`config.mk`:
```
export PLATFORM = sky130hd
export DESIGN_NAME = gaze_dwell_detector_core
export DESIGN_NICKNAME = d
export VERILOG_FILES = /design/src/rtl/gdd_pkg.sv /design/src/rtl/gdd_sub_unit.sv /design/src/rtl/gdd_seq.sv /design/src/rtl/gaze_dwell_detector_core.sv
export SDC_FILE = /design/constraint.sdc
export NUM_CORES = 1
export LEC_CHECK = 0
export BUFFER_PORTS_ARGS = -buffer_cell sky130_fd_sc_hd__clkbuf_2
export CAP_MARGIN = 20
export CORE_MARGIN = 1.5
export CORE_UTILIZATION = 45
export DETAILED_ROUTE_END_ITERATION = 10
export GPL_ROUTABILITY_DRIVEN = 0
export PLACE_DENSITY = 0.63
export SLEW_MARGIN = 30
export SYNTH_ARGS = -nofsm -noshare
export SYNTH_HDL_FRONTEND = slang
export SYNTH_SLANG_ARGS = --single-unit
```
`constraint.sdc`:
```
create_clock -name clock -period 12.2 [get_ports clock]
set_input_delay 3.05 -clock clock [delete_from_list [all_inputs] [get_ports clock]]
set_output_delay 3.05 -clock clock [all_outputs]
set_load 0.02 [all_outputs]
```
`src/rtl/gdd_pkg.sv`:
```
package gdd_pkg;

   localparam int unsigned TIME_W = 64;
   localparam int unsigned CFG_W = 40;
   localparam int unsigned PROG_W = 9;
   localparam int unsigned CSR_INDEX_W = 8;
   localparam int unsigned NUM_W = CFG_W + PROG_W;

   localparam logic [CFG_W-1:0] DWELL_TIME_RESET = 40'd1000000000;
   localparam logic [CFG_W-1:0] GAP_LIMIT_RESET = 40'd250000000;
   localparam logic [PROG_W-1:0] FULL_CIRCLE = 9'd360;

   localparam logic [CSR_INDEX_W-1:0] CSR_DWELL_TIME = 8'd0;
   localparam logic [CSR_INDEX_W-1:0] CSR_GAP_LIMIT = 8'd1;

   typedef struct packed {
      logic inside_req;
      logic [TIME_W-1:0] now_time;
   } req_type;

   typedef struct packed {
      logic fired;
      logic [PROG_W-1:0] progress_degrees;
   } rsp_type;

   typedef struct packed {
      logic [CFG_W-1:0] dwell_time;
      logic [CFG_W-1:0] gap_limit;
   } cfg_type;

   typedef struct packed {
      logic [TIME_W-1:0] diff;
      logic borrow;
   } sub_result_type;

   typedef struct packed {
      logic busy;
      logic done;
   } seq_status_type;

endpackage

```
`src/rtl/gdd_sub_unit.sv`:
```
module gdd_sub_unit
   import gdd_pkg::*;
(
   input logic [TIME_W-1:0] op_a,
   input logic [TIME_W-1:0] op_b,
   output sub_result_type result
);

   logic [TIME_W:0] full;

   assign full = {1'b0, op_a} - {1'b0, op_b};
   assign result.diff = full[TIME_W-1:0];
   assign result.borrow = full[TIME_W];

endmodule

```
`src/rtl/gdd_seq.sv`:
```
module gdd_seq
   import gdd_pkg::*;
(
   input logic clock,
   input logic reset,
   input logic start,
   input req_type req,
   input cfg_type cfg,
   input logic out_free,
   output seq_status_type status,
   output rsp_type rsp
);

   typedef enum logic [2:0] {
      ST_IDLE,
      ST_GAP_DIFF,
      ST_GAP_CMP,
      ST_HELD,
      ST_CMP,
      ST_MUL,
      ST_DIV,
      ST_DONE
   } state_type;

   state_type state_ff;
   logic inside_ff;
   logic [TIME_W-1:0] now_ff;
   logic [TIME_W-1:0] last_ff;
   logic [TIME_W-1:0] start_ff;
   logic has_fired_ff;
   logic [TIME_W-1:0] diff_ff;
   logic gap_pre_ff;
   logic neg_ff;
   logic fire_ff;
   logic [PROG_W-1:0] prog_ff;
   logic [NUM_W-1:0] rem_ff;
   logic [NUM_W-1:0] dsh_ff;
   logic [PROG_W-1:0] quot_ff;
   logic [3:0] cnt_ff;

   logic [TIME_W-1:0] op_a;
   logic [TIME_W-1:0] op_b;
   sub_result_type sub;
   logic clear_dwell;
   logic [TIME_W-1:0] start_mid;

   always_comb begin
      unique case (state_ff)
         ST_GAP_DIFF: begin
            op_a = now_ff;
            op_b = last_ff;
         end
         ST_GAP_CMP: begin
            op_a = {{(TIME_W-CFG_W){1'b0}}, cfg.gap_limit};
            op_b = diff_ff;
         end
         ST_HELD: begin
            op_a = now_ff;
            op_b = start_ff;
         end
         ST_CMP: begin
            op_a = diff_ff;
            op_b = {{(TIME_W-CFG_W){1'b0}}, cfg.dwell_time};
         end
         ST_DIV: begin
            op_a = {{(TIME_W-NUM_W){1'b0}}, rem_ff};
            op_b = {{(TIME_W-NUM_W){1'b0}}, dsh_ff};
         end
         default: begin
            op_a = '0;
            op_b = '0;
         end
      endcase
   end

   gdd_sub_unit u_sub (
      .op_a(op_a),
      .op_b(op_b),
      .result(sub)
   );

   // gap means the limit is below the difference
   assign clear_dwell = !inside_ff || (gap_pre_ff && sub.borrow);
   assign start_mid = clear_dwell ? '0 : start_ff;

   always_ff @(posedge clock) begin
      if (reset) begin
         state_ff <= ST_IDLE;
         last_ff <= '0;
         start_ff <= '0;
         has_fired_ff <= 1'b0;
      end else begin
         unique case (state_ff)
            ST_IDLE: begin
               if (start) begin
                  inside_ff <= req.inside_req;
                  now_ff <= req.now_time;
                  state_ff <= ST_GAP_DIFF;
               end
            end
            ST_GAP_DIFF: begin
               diff_ff <= sub.diff;
               gap_pre_ff <= (last_ff != '0) && !sub.borrow;
               last_ff <= now_ff;
               state_ff <= ST_GAP_CMP;
            end
            ST_GAP_CMP: begin
               start_ff <= (inside_ff && start_mid == '0) ? now_ff : start_mid;
               if (clear_dwell) begin
                  has_fired_ff <= 1'b0;
               end
               state_ff <= ST_HELD;
            end
            ST_HELD: begin
               diff_ff <= sub.diff;
               neg_ff <= sub.borrow;
               state_ff <= ST_CMP;
            end
            ST_CMP: begin
               fire_ff <= inside_ff && !has_fired_ff && !sub.borrow;
               if (inside_ff && !sub.borrow) begin
                  has_fired_ff <= 1'b1;
               end
               if (!inside_ff || start_ff == '0 || neg_ff) begin
                  prog_ff <= '0;
                  state_ff <= ST_DONE;
               end else if (!sub.borrow) begin
                  prog_ff <= FULL_CIRCLE;
                  state_ff <= ST_DONE;
               end else begin
                  state_ff <= ST_MUL;
               end
            end
            ST_MUL: begin
               rem_ff <= NUM_W'(diff_ff[CFG_W-1:0]) * NUM_W'(FULL_CIRCLE);
               dsh_ff <= {1'b0, cfg.dwell_time, {(PROG_W-1){1'b0}}};
               quot_ff <= '0;
               cnt_ff <= 4'(PROG_W - 1);
               state_ff <= ST_DIV;
            end
            ST_DIV: begin
               if (!sub.borrow) begin
                  rem_ff <= sub.diff[NUM_W-1:0];
               end
               quot_ff <= {quot_ff[PROG_W-2:0], !sub.borrow};
               dsh_ff <= dsh_ff >> 1;
               cnt_ff <= cnt_ff - 4'd1;
               if (cnt_ff == '0) begin
                  prog_ff <= {quot_ff[PROG_W-2:0], !sub.borrow};
                  state_ff <= ST_DONE;
               end
            end
            ST_DONE: begin
               if (out_free) begin
                  state_ff <= ST_IDLE;
               end
            end
            default: begin
               state_ff <= ST_IDLE;
            end
         endcase
      end
   end

   assign status.busy = state_ff != ST_IDLE;
   assign status.done = state_ff == ST_DONE;
   assign rsp.fired = fire_ff;
   assign rsp.progress_degrees = prog_ff;

endmodule

```
`src/rtl/gaze_dwell_detector_core.sv`:
```
// an accepted item runs the gap test, the dwell test and, only for partial progress,
// a multiply and a 9-step restoring divide; the shared 64-bit subtractor runs all but
// the multiply, and req_stall holds off a new item until its result is loaded into the output register
// synchronous active-high reset clears dwell state, output valid and sets the
// registers to dwell_time 1000000000 and gap_limit 250000000
module gaze_dwell_detector_core
   import gdd_pkg::*;
(
   input logic clock,
   input logic reset,
   input logic req_valid,
   output logic req_stall,
   input req_type req_item,
   output logic rsp_valid,
   input logic rsp_stall,
   output rsp_type rsp_item,
   input logic csr_write_enable,
   input logic [CSR_INDEX_W-1:0] csr_index,
   input logic [CFG_W-1:0] csr_data
);

   cfg_type cfg_ff;
   logic rsp_valid_ff;
   rsp_type rsp_ff;
   seq_status_type status;
   rsp_type seq_rsp;
   logic out_free;
   logic start;

   assign out_free = !rsp_valid_ff || !rsp_stall;
   assign start = req_valid && !status.busy;

   always_ff @(posedge clock) begin
      if (reset) begin
         cfg_ff.dwell_time <= DWELL_TIME_RESET;
         cfg_ff.gap_limit <= GAP_LIMIT_RESET;
      end else if (csr_write_enable) begin
         if (csr_index == CSR_DWELL_TIME) begin
            cfg_ff.dwell_time <= csr_data;
         end else if (csr_index == CSR_GAP_LIMIT) begin
            cfg_ff.gap_limit <= csr_data;
         end
      end
   end

   gdd_seq u_seq (
      .clock(clock),
      .reset(reset),
      .start(start),
      .req(req_item),
      .cfg(cfg_ff),
      .out_free(out_free),
      .status(status),
      .rsp(seq_rsp)
   );

   always_ff @(posedge clock) begin
      if (reset) begin
         rsp_valid_ff <= 1'b0;
      end else if (status.done && out_free) begin
         rsp_valid_ff <= 1'b1;
         rsp_ff <= seq_rsp;
      end else if (!rsp_stall) begin
         rsp_valid_ff <= 1'b0;
      end
   end

   assign req_stall = status.busy;
   assign rsp_valid = rsp_valid_ff;
   assign rsp_item = rsp_ff;

endmodule
```
==> qor.txt <==
Clock Power Share - 0.233
startpoint types - register
layout net count - 3365
adder-cell share of the synthesized area - 0.1210
Layout Cells excl Fill - 3897
Leakage - 12.81 nW
Required @ worst endpoint - 12.47 ns
# Post-CTS Setup Buffers - 0
placed inst area - 29580 sq um
largest family of logic cells by synthesized area - compound AO/OA/AOI/OAI gates
DIE HEIGHT - 253.9 um
Final Setup Violations - 0
CTS tree - yes
Slew Viols, Final - 0
RSZ-0062 raised after global routing - false
Setup Crit Path Kind - register to register
die area - 64470 sq um
pin count of the biggest net entering global routing - 92
post-synthesis register bit count - 473
Async SR Flop Fraction - 0
Routed WL per cell - 23.48 um
Skew-Pair Late Insertion Delay - 0.63 ns
Max clock buf depth - 3
Synth cell types - 79
share of power burned in registers - 0.271
Clk pin slew, worst setup/hold paths - 0.06 ns
DR iter-0 viols - 3346
die width - 253.9 um
Cells after Synth - 2983
worst hold path type - register to register
hold_sp - u_seq.prog_ff[8]
Core Util, Final - 0.5101
Post-Route Setup TNS - 0 ns
Min-Delay Endpoint - rsp_item[8]
Pint - 4.614 mW
crit path DAT - 7.41 ns
Ys Warns - 0
site row count - 91
crit path time final - 7.143 ns
number of gates resized after cts - 0
Setup crit end kind - register
layout cells sized above 1 - 0.1190
CTS Root Cell - clkbuf_16
Sw Ratio - 0.4028
Power Density - 244.5 nW/um^2
initial antenna violation count - 0
sequential-to-total area share from yosys stat - 0.4261
CORE AREA - 61940 sq um
ys flop type - edfxtp_1
# IOs - 130
total clock sinks - 473
Routed WL - 91.52 mm
multiplexer share of the synthesized area - 0.03392
Tcrit/Tclk final - 0.5855
Synth Area in XOR/XNOR - 0.03091
first-pass GRT wire length - 137.3 mm
crit path max fanout - 77
drt drc - 0
Mapped Area - 28330 sq um
Area Growth Syn to Fin - 11.53%
GRT Total Usage - 0.2805
vias in the first global route - 22585
post-route ant nets - 0
Diodes inserted - 0
worst r2r src - u_seq.state_ff[1]
Synth Area in Simple Gates - 0.1460
FMAX - 140.0 MHz
Post-CTS Hold Buffers - 0
Vias/cell - 6.074
total power - 7.727 mW
Compound-Gate Fraction of Synth Area - 0.1895
Synth area leaders - edfxtp_1 28%, dfxtp_1 15%, nand2_1 7.5%
Gate power share - 0.496
design area - 31600 sq um
drt pass-1 iters - 8
placed insts - 3800
Final Skew - 0.03983 ns
syn_nets - 3330
VDD IR max - 0.1229 mV
r2r endpoint - u_seq.rem_ff[34]
# H-tree levels - 2
switching power - 3.113 mW
Cells on Worst Hold Path - 0
max_cap viols - 0
R2R Setup Slk - 5.06 ns
worst slew pin tran - 1.024 ns
Num CTS Buffers - 52
I/O Buffers - 129
cells on worst reg2reg path - 20
outcome - complete, no violations
biggest area consumer among synthesized cells - edfxtp_1
Post-synth EDFFs - 260
initial core utilization - 0.4574
hpwl dp - 66.05 mm
Synth Area per Inst - 9.497 sq um
max_slew headroom - 0.3110
Hold Vio Cnt, Final - 0
Via Count - 23672
grt ovf - 0
post-synth top area share - 0.2756
-- flip-flops by register name, summed over array words and instances, names as in the netlist, 3 cells and up --
signal / cells
u_seq.prog_ff: 9
u_seq.cnt_ff: 4
u_seq.quot_ff: 8
u_seq.diff_ff: 64
cfg_ff: 80
u_seq.start_ff: 64
u_seq.now_ff: 64
u_seq.state_ff: 3
u_seq.rem_ff: 49
u_seq.dsh_ff: 48
rsp_item: 10
u_seq.last_ff: 64
-- how the worst max path moves through the flow --
stage | start | endpoint | depth (start not counted)
after global placement | u_seq.state_ff[1] | u_seq.rem_ff[43] | 19
after global routing | u_seq.state_ff[1] | u_seq.rem_ff[31] | 20
after detailed placement | u_seq.state_ff[1] | u_seq.rem_ff[39] | 19
final | u_seq.state_ff[1] | u_seq.rem_ff[34] | 20
after floorplan | reset | u_seq.inside_ff | 3
after CTS | u_seq.state_ff[1] | u_seq.rem_ff[31] | 19
-- logic make-up after synthesis --
logic type,count (synthesis)
compound gates,799
flops,473
mux,90
xor+xnor,100
fa+ha+maj,229
simple gates,928
buf+inv,364
-- cell usage in the layout, fill, tap and decap left out, types with 11 or more instances in the layout --
cell,instances
nor4_1,38
nor2b_1,13
nor3_1,19
clkbuf_2,128
mux2i_1,42
a221o_1,11
nand3b_1,28
a31oi_1,20
o21ai_0,109
dfxtp_1,210
buf_4,28
clkbuf_16,58
nand2_1,562
a21oi_1,241
fa_1,75
nor2_1,98
and3_1,28
xnor2_1,52
nand2b_1,13
mux2_2,48
a221oi_1,19
a211oi_1,11
o22a_1,13
or2_2,23
nand4_1,33
a22o_1,82
xor2_1,48
inv_1,185
o21a_1,17
o21bai_1,20
a22oi_1,128
edfxtp_1,260
nand3_1,27
ha_1,154
a21o_1,62
-- cell type report --
type                            instances  area, sq um
Sequential cell                       473        12080
Clock inverter                         24        401.6
Fill cell                            5583        30340
Multi-Input combinational cell       2146        14900
Timing Repair Buffer                  159        900.9
Clock buffer                           72         1574
Inverter                              186        698.2
Tap cell                              837         1047
-- layer usage --
metal | vias up | GRT usage | wire length (um)
li1 | 10753 | - | -
met1 | 11467 | 0.3959 | 38770
met2 | 1255 | 0.4355 | 40450
met3 | 197 | 0.04640 | 9194
met4 | 0 | 0.09524 | 3109
met5 | - | 0 | 0
-- metrics by stage --
step,hold slack [ns],setup WS (ns)
after floorplan,0.4003,3.463
after global placement,0.4042,5.093
after detailed placement,0.4045,4.933
after CTS,0.4185,4.903
after global routing,0.4300,4.665
final,0.4188,5.057
-- power groups by stage --
stage               combinational, mW  clock, mW  sequential (mW)
finish                           3.83       1.80             2.10
global route                     4.24       1.87             2.10
CTS                              3.77       1.81             2.09
detailed placement               3.73          0             2.12
global placement                 3.68          0             2.12
floorplan                        2.88          0             2.05
-- cells in the mapped netlist, types with 29 or more instances --
cell type and number:
inv_1 185, nor2_1 106, xnor2_1 52, dfxtp_1 213, fa_1 75, o21ai_0 109, and3_1 29, mux2_2 48
nor4_1 39, a21oi_1 242, xor2_1 48, ha_1 154, edfxtp_1 260, a22oi_1 128, a21o_1 62, nand4_1 33
nand2_1 564, clkbuf_1 138, mux2i_1 42, a22o_1 82
-- critical path, cell delays in order, from the launching register on --
cell and delay [ns]:
dfxtp_4 0.81, inv_2 0.46, nor2_4 0.59, buf_4 0.84, a22o_1 0.28, nor2_1 0.05
ha_1 0.19, inv_1 0.08, fa_1 0.24, a211oi_1 0.12, o211ai_2 0.26, a21oi_2 0.17
nor2_4 0.16, o21ai_2 0.11, a2111o_1 0.55, a211oi_2 0.39, or3_1 0.24, a21oi_1 0.12
nor2_4 0.48, buf_16 0.23, buf_4 0.35
No activity file was read; power rests on OpenSTA's default activity.
